## src/rtl/assert_macros.svh

```systemverilog
`ifndef ASSERT_MACROS_SVH
`define ASSERT_MACROS_SVH

// same-cycle implication
`define ASSERT_NOW(lbl, clk, rst, ante, cons) \
  lbl: assert property (@(posedge clk) disable iff (rst) (ante) |-> (cons)) \
    else $error("assertion failed");

// next-cycle implication
`define ASSERT_NEXT(lbl, clk, rst, ante, cons) \
  lbl: assert property (@(posedge clk) disable iff (rst) (ante) |=> (cons)) \
    else $error("assertion failed");

`endif

```

## src/rtl/mdsa_pkg.sv

```systemverilog
`timescale 1ns / 1ps
`default_nettype none

package mdsa_pkg;

  localparam int MAX_ROUTES = 8;
  localparam int TIME_W     = 32;
  localparam int DEB_W      = 16;
  localparam int COUNT_W    = 4;
  localparam int CFG_W      = 16;

  localparam logic [DEB_W-1:0]   DEBOUNCE_RESET = DEB_W'(35);
  localparam logic [COUNT_W-1:0] MAX_ROUTES_C   = COUNT_W'(MAX_ROUTES);

  typedef enum logic [1:0] {
    REG_ROUTE_COUNT      = 2'd0,
    REG_ACTIVE_HIGH_MASK = 2'd1,
    REG_INVERT_MASK      = 2'd2,
    REG_DEBOUNCE_MS      = 2'd3
  } reg_index_t;

  typedef struct packed {
    logic step;
    logic restart;
    logic idle_level;
    logic level;
    logic active_high;
    logic invert;
  } route_ctl_t;

  typedef struct packed {
    logic pressed;
    logic stable_next;
  } route_stat_t;

endpackage

`default_nettype wire

```

## src/rtl/mdsa_sample_if.sv

```systemverilog
`timescale 1ns / 1ps
`default_nettype none

interface mdsa_sample_if;
  logic        valid;
  logic        ready;
  logic [31:0] now_ms;
  logic [7:0]  raw_levels;

  modport source (output valid, output now_ms, output raw_levels, input ready);
  modport sink   (input valid, input now_ms, input raw_levels, output ready);
endinterface

`default_nettype wire

```

## src/rtl/mdsa_result_if.sv

```systemverilog
`timescale 1ns / 1ps
`default_nettype none

interface mdsa_result_if;
  logic       valid;
  logic       ready;
  logic [7:0] pressed_mask;
  logic [3:0] pressed_count;
  logic       any_pressed;
  logic       first_stable_level;
  logic       press_edge;
  logic       release_edge;

  modport source (
    output valid, output pressed_mask, output pressed_count, output any_pressed,
    output first_stable_level, output press_edge, output release_edge,
    input ready
  );
  modport sink (
    input valid, input pressed_mask, input pressed_count, input any_pressed,
    input first_stable_level, input press_edge, input release_edge,
    output ready
  );
endinterface

`default_nettype wire

```

## src/rtl/mdsa_route.sv

```systemverilog
`timescale 1ns / 1ps
`default_nettype none

module mdsa_route (
  input  logic                                clk,
  input  logic                                rst,
  input  mdsa_pkg::route_ctl_t                ctl,
  input  logic [mdsa_pkg::TIME_W-1:0]         now_ms,
  input  logic [mdsa_pkg::DEB_W-1:0]          debounce_ms,
  output mdsa_pkg::route_stat_t               stat
);
  import mdsa_pkg::*;

  logic              seen;
  logic              stable;
  logic              observed;
  logic [TIME_W-1:0] change_time;

  logic              obs_cur;
  logic              st_cur;
  logic [TIME_W-1:0] ct_cur;
  logic              observed_next;
  logic [TIME_W-1:0] change_time_next;
  logic              stable_next;
  logic [TIME_W-1:0] elapsed;

  always_comb begin
    obs_cur = seen ? observed : ctl.level;
    st_cur  = seen ? stable : ctl.level;
    ct_cur  = seen ? change_time : now_ms;
    if (ctl.level != obs_cur) begin
      observed_next    = ctl.level;
      change_time_next = now_ms;
    end else begin
      observed_next    = obs_cur;
      change_time_next = ct_cur;
    end
    elapsed     = now_ms - change_time_next;
    stable_next = (elapsed >= TIME_W'(debounce_ms)) ? observed_next : st_cur;
  end

  assign stat.stable_next = stable_next;
  assign stat.pressed     = (stable_next == ctl.active_high) ^ ctl.invert;

  always_ff @(posedge clk) begin
    if (rst) begin
      seen <= 1'b0;
    end else if (ctl.restart) begin
      seen <= 1'b0;
    end else if (ctl.step) begin
      seen <= 1'b1;
    end
  end

  always_ff @(posedge clk) begin
    if (ctl.restart) begin
      stable   <= ctl.idle_level;
      observed <= ctl.idle_level;
    end else if (ctl.step) begin
      stable      <= stable_next;
      observed    <= observed_next;
      change_time <= change_time_next;
    end
  end

endmodule

`default_nettype wire

```

## src/rtl/multi_switch_debounce_aggregator.sv

```systemverilog
// Debounces up to eight switch routes and reports an aggregate pressed state.
// Channels: sample (sink) carries now_ms and raw_levels; result (source)
// carries pressed_mask, pressed_count, any_pressed, first_stable_level and
// the press/release edges of any_pressed. Each sample word yields exactly
// one result word.
// Configuration: cfg_we, cfg_index, cfg_data write route_count,
// active_high_mask, invert_mask or debounce_ms; writing any of the first
// three restarts all routes. Write only while no word is in flight.
// Result is valid in the cycle after sample accept. Throughput: one word per
// cycle while result.ready is high, set by the single combinational pass of
// eight parallel 32-bit elapsed-time compares into the result register.
// Stall: while the result register holds an untaken word, sample.ready
// follows result.ready, so a new word is taken in the same cycle the old
// one leaves.
// Reset: registers take their reset values (debounce 35 ms, no routes),
// all routes unseen, result empty.
`timescale 1ns / 1ps
`default_nettype none

`include "assert_macros.svh"

module multi_switch_debounce_aggregator (
  input  logic                          clk,
  input  logic                          rst,
  mdsa_sample_if.sink                   sample,
  mdsa_result_if.source                 result,
  input  logic                          cfg_we,
  input  mdsa_pkg::reg_index_t          cfg_index,
  input  logic [mdsa_pkg::CFG_W-1:0]    cfg_data
);
  import mdsa_pkg::*;

  logic [COUNT_W-1:0]    route_count;
  logic [MAX_ROUTES-1:0] active_high_mask;
  logic [MAX_ROUTES-1:0] invert_mask;
  logic [DEB_W-1:0]      debounce_ms;
  logic                  prev_any;

  logic                  accept;
  logic                  restart;
  logic [MAX_ROUTES-1:0] idle_levels;
  logic [COUNT_W-1:0]    n_eff;
  logic                  no_routes;
  logic [MAX_ROUTES-1:0] enabled;
  logic [MAX_ROUTES-1:0] mask_next;
  logic [COUNT_W-1:0]    count_next;
  logic                  any_next;

  route_ctl_t  ctl  [MAX_ROUTES];
  route_stat_t stat [MAX_ROUTES];

  assign accept    = sample.valid && sample.ready;
  assign sample.ready = !result.valid || result.ready;
  assign restart   = cfg_we && (cfg_index != REG_DEBOUNCE_MS);
  assign idle_levels = ~((cfg_we && cfg_index == REG_ACTIVE_HIGH_MASK) ?
                         cfg_data[MAX_ROUTES-1:0] : active_high_mask);
  assign n_eff     = (route_count > MAX_ROUTES_C) ? MAX_ROUTES_C : route_count;
  assign no_routes = (n_eff == '0);

  always_ff @(posedge clk) begin
    if (rst) begin
      route_count      <= '0;
      active_high_mask <= '0;
      invert_mask      <= '0;
      debounce_ms      <= DEBOUNCE_RESET;
    end else if (cfg_we) begin
      unique case (cfg_index)
        REG_ROUTE_COUNT:      route_count      <= cfg_data[COUNT_W-1:0];
        REG_ACTIVE_HIGH_MASK: active_high_mask <= cfg_data[MAX_ROUTES-1:0];
        REG_INVERT_MASK:      invert_mask      <= cfg_data[MAX_ROUTES-1:0];
        REG_DEBOUNCE_MS:      debounce_ms      <= cfg_data[DEB_W-1:0];
      endcase
    end
  end

  for (genvar i = 0; i < MAX_ROUTES; i++) begin : g_route
    assign enabled[i] = (COUNT_W'(i) < n_eff);
    assign ctl[i].step        = accept && enabled[i];
    assign ctl[i].restart     = restart;
    assign ctl[i].idle_level  = idle_levels[i];
    assign ctl[i].level       = sample.raw_levels[i];
    assign ctl[i].active_high = active_high_mask[i];
    assign ctl[i].invert      = invert_mask[i];
    assign mask_next[i]       = enabled[i] && stat[i].pressed;

    mdsa_route u_route (
      .clk         (clk),
      .rst         (rst),
      .ctl         (ctl[i]),
      .now_ms      (sample.now_ms),
      .debounce_ms (debounce_ms),
      .stat        (stat[i])
    );
  end

  always_comb begin
    count_next = '0;
    for (int k = 0; k < MAX_ROUTES; k++) begin
      count_next = count_next + COUNT_W'(mask_next[k]);
    end
    any_next = (mask_next != '0);
  end

  always_ff @(posedge clk) begin
    if (rst) begin
      result.valid <= 1'b0;
      prev_any     <= 1'b0;
    end else begin
      if (accept) begin
        result.valid <= 1'b1;
      end else if (result.ready) begin
        result.valid <= 1'b0;
      end
      if (restart) begin
        prev_any <= 1'b0;
      end else if (accept) begin
        prev_any <= any_next;
      end
    end
  end

  always_ff @(posedge clk) begin
    if (accept) begin
      result.pressed_mask       <= mask_next;
      result.pressed_count      <= count_next;
      result.any_pressed        <= any_next;
      result.first_stable_level <= no_routes ? 1'b1 : stat[0].stable_next;
      result.press_edge         <= any_next && !prev_any;
      result.release_edge       <= !no_routes && !any_next && prev_any;
    end
  end

  `ASSERT_NEXT(a_no_routes, clk, rst, accept && no_routes,
               result.pressed_count == '0 && result.first_stable_level)
  `ASSERT_NOW(a_count_any, clk, rst, result.valid,
              (result.pressed_count == COUNT_W'($countones(result.pressed_mask))) &&
              (result.any_pressed == (result.pressed_count != '0)))
  `ASSERT_NEXT(a_prev_tracks, clk, rst, accept && !restart,
               prev_any == result.any_pressed)

endmodule

`default_nettype wire

```

## src/flat_wrapper.sv

```systemverilog
// flat-port wrapper written by rule: the top's interface ports become plain ports
module multi_switch_debounce_aggregator_flat import mdsa_pkg::*;
  (clk, rst, cfg_we, cfg_index, cfg_data, sample_valid, sample_now_ms, sample_raw_levels, sample_ready, result_valid, result_pressed_mask, result_pressed_count, result_any_pressed, result_first_stable_level, result_press_edge, result_release_edge, result_ready);
  mdsa_sample_if sample_i ();
  mdsa_result_if result_i ();
  input  logic clk;
  input  logic rst;
  input  logic cfg_we;
  input  mdsa_pkg::reg_index_t cfg_index;
  input  logic [mdsa_pkg::CFG_W-1:0] cfg_data;
  input wire logic [$bits(sample_i.valid)-1:0] sample_valid;
  input wire logic [$bits(sample_i.now_ms)-1:0] sample_now_ms;
  input wire logic [$bits(sample_i.raw_levels)-1:0] sample_raw_levels;
  output wire logic [$bits(sample_i.ready)-1:0] sample_ready;
  output wire logic [$bits(result_i.valid)-1:0] result_valid;
  output wire logic [$bits(result_i.pressed_mask)-1:0] result_pressed_mask;
  output wire logic [$bits(result_i.pressed_count)-1:0] result_pressed_count;
  output wire logic [$bits(result_i.any_pressed)-1:0] result_any_pressed;
  output wire logic [$bits(result_i.first_stable_level)-1:0] result_first_stable_level;
  output wire logic [$bits(result_i.press_edge)-1:0] result_press_edge;
  output wire logic [$bits(result_i.release_edge)-1:0] result_release_edge;
  input wire logic [$bits(result_i.ready)-1:0] result_ready;
  assign sample_i.valid = sample_valid;
  assign sample_i.now_ms = sample_now_ms;
  assign sample_i.raw_levels = sample_raw_levels;
  assign sample_ready = sample_i.ready;
  assign result_valid = result_i.valid;
  assign result_pressed_mask = result_i.pressed_mask;
  assign result_pressed_count = result_i.pressed_count;
  assign result_any_pressed = result_i.any_pressed;
  assign result_first_stable_level = result_i.first_stable_level;
  assign result_press_edge = result_i.press_edge;
  assign result_release_edge = result_i.release_edge;
  assign result_i.ready = result_ready;
  multi_switch_debounce_aggregator u_core (.clk(clk), .rst(rst), .sample(sample_i), .result(result_i), .cfg_we(cfg_we), .cfg_index(cfg_index), .cfg_data(cfg_data));
endmodule
```

## config.mk

```make
export PLATFORM = sky130hd
export DESIGN_NAME = multi_switch_debounce_aggregator_flat
export DESIGN_NICKNAME = d
export VERILOG_FILES = /design/src/rtl/mdsa_pkg.sv /design/src/rtl/mdsa_sample_if.sv /design/src/rtl/mdsa_result_if.sv /design/src/rtl/mdsa_route.sv /design/src/rtl/multi_switch_debounce_aggregator.sv /design/src/flat_wrapper.sv
export VERILOG_INCLUDE_DIRS = /design/src /design/src/rtl
export SDC_FILE = /design/constraint.sdc
export NUM_CORES = 1
export LEC_CHECK = 0
export ABC_CLOCK_PERIOD_IN_PS = 17300
export BUFFER_PORTS_ARGS = -buffer_cell sky130_fd_sc_hd__buf_2
export CAP_MARGIN = 20
export CORE_UTILIZATION = 45
export DETAILED_ROUTE_END_ITERATION = 8
export GPL_TIMING_DRIVEN = 0
export PLACE_DENSITY_LB_ADDON = 0.2
export RECOVER_POWER = 50
export SYNTH_ARGS = -nofsm -noshare
export SYNTH_HDL_FRONTEND = slang
export SYNTH_HIERARCHICAL = 1
export SYNTH_SLANG_ARGS = --single-unit
```

## constraint.sdc

```tcl
create_clock -name clk -period 17.3 [get_ports clk]
set_clock_uncertainty 0.15 [all_clocks]
set_input_delay 0 -clock clk [delete_from_list [all_inputs] [get_ports clk]]
set_output_delay 0 -clock clk [all_outputs]
set_load 0.1 [all_outputs]
```

Word level (Yosys, flattened, before mapping)
Cells that the tools add are included.
{"block": "totals", "elab_cells": 242, "register_bits": 334, "output_inout_bits": 18, "in_bits": 63}
{"block": "op_classes", "n_mux": 84, "addsub": 15, "eq_ne": 20, "reduce_logical": 52, "n_lt_le_gt_ge": 17, "bitwise_logic": 10}
{"op": "two-way mux 32 bit", "n": 16}
{"op": ">= comparator 32 x 16 -> 1 bit", "n": 8}
{"op": "subtractor 32 bit", "n": 8}
{"op": "two-way mux 1 bit", "n": 66}
{"op": "adder 4 x 1 -> 4 bit", "n": 6}
{"op": "AND reduction 2 bit", "n": 12}
{"op": "logical AND 1 bit", "n": 22}
{"op": "nonzero test 2 bit", "n": 9}
{"op": "less-than comparator 3 x 4 -> 1 bit, first input constant", "n": 4}
{"op": "equality test 1 bit", "n": 8}
{"op": "less-than comparator 1 x 4 -> 1 bit, first input constant", "n": 2}
{"op": "less-than comparator 2 x 4 -> 1 bit, first input constant", "n": 2}
{"op": "two-way mux 8 bit", "n": 1}
{"op": "inequality test 1 bit", "n": 8}
{"op": "NOT 8 bit", "n": 1}
{"op": "nonzero test 8 bit", "n": 1}
{"op": "bitwise XOR 1 bit", "n": 8}
{"op": "equality test 2 bit, second input constant", "n": 2}
{"op": "> comparator 4 bit, second input constant", "n": 1}
{"op": "logical NOT 1 bit", "n": 4}
{"op": "logical NOT 4 bit", "n": 1}
{"op": "two-way mux 4 bit", "n": 1}
{"op": "adder 1 x 1 -> 2 bit", "n": 1}
{"op": "equality test 2 x 1 -> 1 bit, second input constant", "n": 1}
{"op": "5 further kinds", "n": 5}

Longest topological paths before layout
{"block": "depth", "word_depth": 16, "ltp_mapped": 48, "depth_no_buf": 42}

By module
The synthesis kept the hierarchy.
{"module": "mdsa_route at u_core.g_route[0].u_route ...", "cells_per_inst": 551, "seq_area_each_um2": 1041.0, "instances": 5, "area_each_um2": 4356.7}
{"module": "mdsa_route at u_core.g_route[6].u_route", "cells_per_inst": 594, "seq_area_each_um2": 1041.0, "instances": 1, "area_each_um2": 4618.2}
{"module": "mdsa_route at u_core.g_route[7].u_route", "cells_per_inst": 579, "seq_area_each_um2": 1041.0, "instances": 1, "area_each_um2": 4591.9}
{"module": "mdsa_route at u_core.g_route[1].u_route", "cells_per_inst": 548, "seq_area_each_um2": 1041.0, "instances": 1, "area_each_um2": 4453.0}
{"module": "multi_switch_debounce_aggregator", "cells_per_inst": 228, "seq_area_each_um2": 1241.2, "instances": 1, "area_each_um2": 2290.9}

Worst setup path after synthesis
Ideal clock, no wire load.
{"block": "synth_timing", "path_kind": "reg2reg", "start": "reg u_core.g_route[1].u_route.seen", "end": "reg u_core.result.pressed_count[2], data pin", "t_arrival_ns": 8.524, "n_path_buf": 6, "stages_incl_launch_ff": 47, "synth_period_minus_slack_ns": 8.931, "slack_ns": 8.369, "required_time_ns": 16.892, "setup_time_ns": 0.258, "cell_sequence": "dfxtp_1 buf_6 and2b_2 a21oi_1 ha_1 and2_4 buf_6 clkbuf_8 clkbuf_1 clkbuf_1 nand2_1 o21ai_0 ha_1 inv_1 ha_1 clkbuf_4 or2b_1 o22ai_2 [11 not listed] o211ai_1 nor4_1 nand4_1 nor4b_4 and3_4 a21oi_2 nor4_1 o21ai_0 fa_1 inv_1 fa_1 inv_1 fa_1 inv_1 ha_1 inv_1 fa_1 xnor2_1"}
{"element": "start: declaration", "line": "mdsa_route.sv:14", "source": "logic seen;"}
{"element": "start signal: assignment", "line": "mdsa_route.sv:47", "source": "seen <= 1'b0;"}
{"element": "start signal: assignment", "line": "mdsa_route.sv:49", "source": "seen <= 1'b0;"}
{"element": "start signal: assignment", "line": "mdsa_route.sv:51", "source": "seen <= 1'b1;"}
{"element": "end signal: assignment", "line": "multi_switch_debounce_aggregator.sv:125", "source": "result.pressed_count <= count_next;"}
{"element": "end: declaration", "line": "mdsa_result_if.sv:15", "source": "output valid, output pressed_mask, output pressed_count, output any_pressed,"}

==> metrics.md <==
| Metric | Value |
|---|---|
| Post-route ant nets | 0 |
| GP Congestion | 0.965 |
| Setup violations, final | 0 |
| Core area | 82,500 um2 |
| Commonest non-fill, non-tap cell in the layout | nand2_1 |
| Most frequent cells in the layout | nand2_1, inv_1, a21oi_1, nor2_1, ha_1 |
| ANT cells | 0 |
| Fmax | 85.6 MHz |
| Power Dens Cells | 68.5 nW/um2 |
| CP dominant cell by count | inv_1 |
| DRT Wirelength | 130,000 um |
| Starting DRC count in detailed routing | 3,634 |
| Minimum clock period | 11.68 ns |
| Maximum vdd drop | 0.0000736 V |
| Worst path max stage delay | 0.87 ns |
| Outcome | complete, but fails checks |
| Violated checks | max-capacitance violations, max-slew violations |
| Die extent in y | 291 um |
| RSZ-0062 raised after global routing | false |
| Synthesized area | 37,700 um2 |
| Clk buf depth | 3 |
| Initial Utilization | 0.457 |
| CTS H-Tree Depth | 2 |
| I/O Buffers | 80 |
| IO Pins | 81 |
| Syn Inst Count | 4,695 |
| CTS root buf | clkbuf_16 |
| Area Overhead vs Synth | 10.9% |
| Share of layout cells above drive strength 1 | 0.0768 |
| Wire length per cell | 21.6 um |
| Total grt overflow | 0 |
| CTS tree | done |
| Synth Warn # | 6 |
| Vias in the first global route | 33,800 |
| Synth Area per Inst | 8.03 um2 |
| DRC viols | 0 |
| MaxCap Viol Count | 2 |
| Setup CP Type | reg2reg |
| Slowest-stage cell, CP | nor4_1 |
| Hold WC Path Type | in2reg |
| Sink Count | 334 |
| Arr. time, crit path | 11.91 ns |
| Worst path required time | 17.53 ns |
| Via density | 6.09 |
| CTS clk-pin slew, worst paths | 0.06 ns |
| TritonRoute pass-1 iters | 8 |
| Nets | 5,283 |
| Setup TNS | 0 ns |
| Slew Viols, Final | 43 |
| Clock Latency Late Sink | 0.62 ns |
| CP endpoint kind | flop |
| Slew @ Worst Pin | 3.31 ns |
| First-pass GRT wire length | 198,000 um |
| Largest net degree at the start of global routing | 44 |
| Cts bufs inserted | 45 |
| # rows | 105 |
| PnR Total Power | 2860 uW |
| Via Count | 36,600 |
| Fin. Hold Viols | 0 |
| Initial antenna violation count | 5 |
| Chip width | 291 um |
| GRT Overall Usage | 0.297 |
| Post-DP HPWL | 93,700 um |
| Syn Nets | 5,078 |
| Die ar. | 84,900 um2 |
| Postcts setup bufs | 0 |
| Pleak | 0.0170 uW |
| CP Launch Type | flop |
| Fin crit share | 0.675 |
| Worst relative slew slack | -1.23 |
| Critical Path Fanout Max | 10 |
## per-layer routing
metal  track usage  part of all wire
met4         0.114             0.039
met5             0                 0
met1         0.413              0.45
met3        0.0358             0.073
met2         0.470              0.44
## sequential cells by signal (all words and copies together) (netlist names), 4 cells and up
register and count:
u_core/active_high_mask 8, u_core/debounce_ms 16, u_core/g_route.u_route/change_time 256, u_core/g_route.u_route/observed 8
u_core/g_route.u_route/seen 8, u_core/g_route.u_route/stable 8, u_core/invert_mask 8, u_core/result.pressed_count 4
u_core/result.pressed_mask 8, u_core/route_count 4
## final cells by class
type | instances | area, um2
Tap cell | 1070 | 1340
Buffer | 178 | 870
Inverter | 440 | 1650
Clock buffer | 57 | 1260
Multi-Input combinational cell | 3743 | 25600
Clock inverter | 27 | 278
Fill cell | 8084 | 40700
Sequential cell | 334 | 9570
Timing Repair Buffer | 158 | 1220
## worst paths after layout
| path | from | to | slack, ns | depth (start not counted) |
|---|---|---|---|---|
| hold / removal | cfg_data[10] | u_core/debounce_ms[10] | 0.04 | 4 |
| hold reg to reg | u_core/invert_mask[4] | u_core/invert_mask[4] | 0.37 | 2 |
| setup reg to reg | u_core/g_route[1].u_route/seen | u_core/result.pressed_count[1] | 5.62 | 45 |
| setup / recovery | u_core/g_route[1].u_route/seen | u_core/result.pressed_count[1] | 5.62 | 45 |
## timing repair
action / CTS / global route
gates resized for setup: 0 / 0
endpoints found under the setup margin: 0 / 0
endpoints found under the hold margin: 120 / 0
hold buffers: 58 / 0
## stage by stage
stage	worst slack, ns	hold slack [ns]	utilization	cell area, um2	instances
CTS	5.73	0.00234	0.509	42000	6005
floorplan	8.37	-0.0732	-	37700	4695
global placement	5.94	0.0920	0.478	39400	5845
global route	5.12	0.0421	0.506	41800	6007
finish	5.62	0.0439	0.506	41800	6007
detailed placement	5.79	0.0963	0.484	39900	5863
## power by group
part	leakage [uW]	internal, uW	total, uW	switching (uW)
clock	0.000770	572	985	413
sequential	0.00299	899	918	18.7
combinational	0.0133	358	958	599
## worst max-delay path: cells and delay by family (launching register included)
family,cells,cell delay (ns)
buf+inv,12,1.87
compound gates,13,2.65
mux,1,0.18
simple gates,10,2.89
fa+ha+maj,9,3.35
flops,1,0.32
Note: power is estimated with default switching activity, not from simulation.
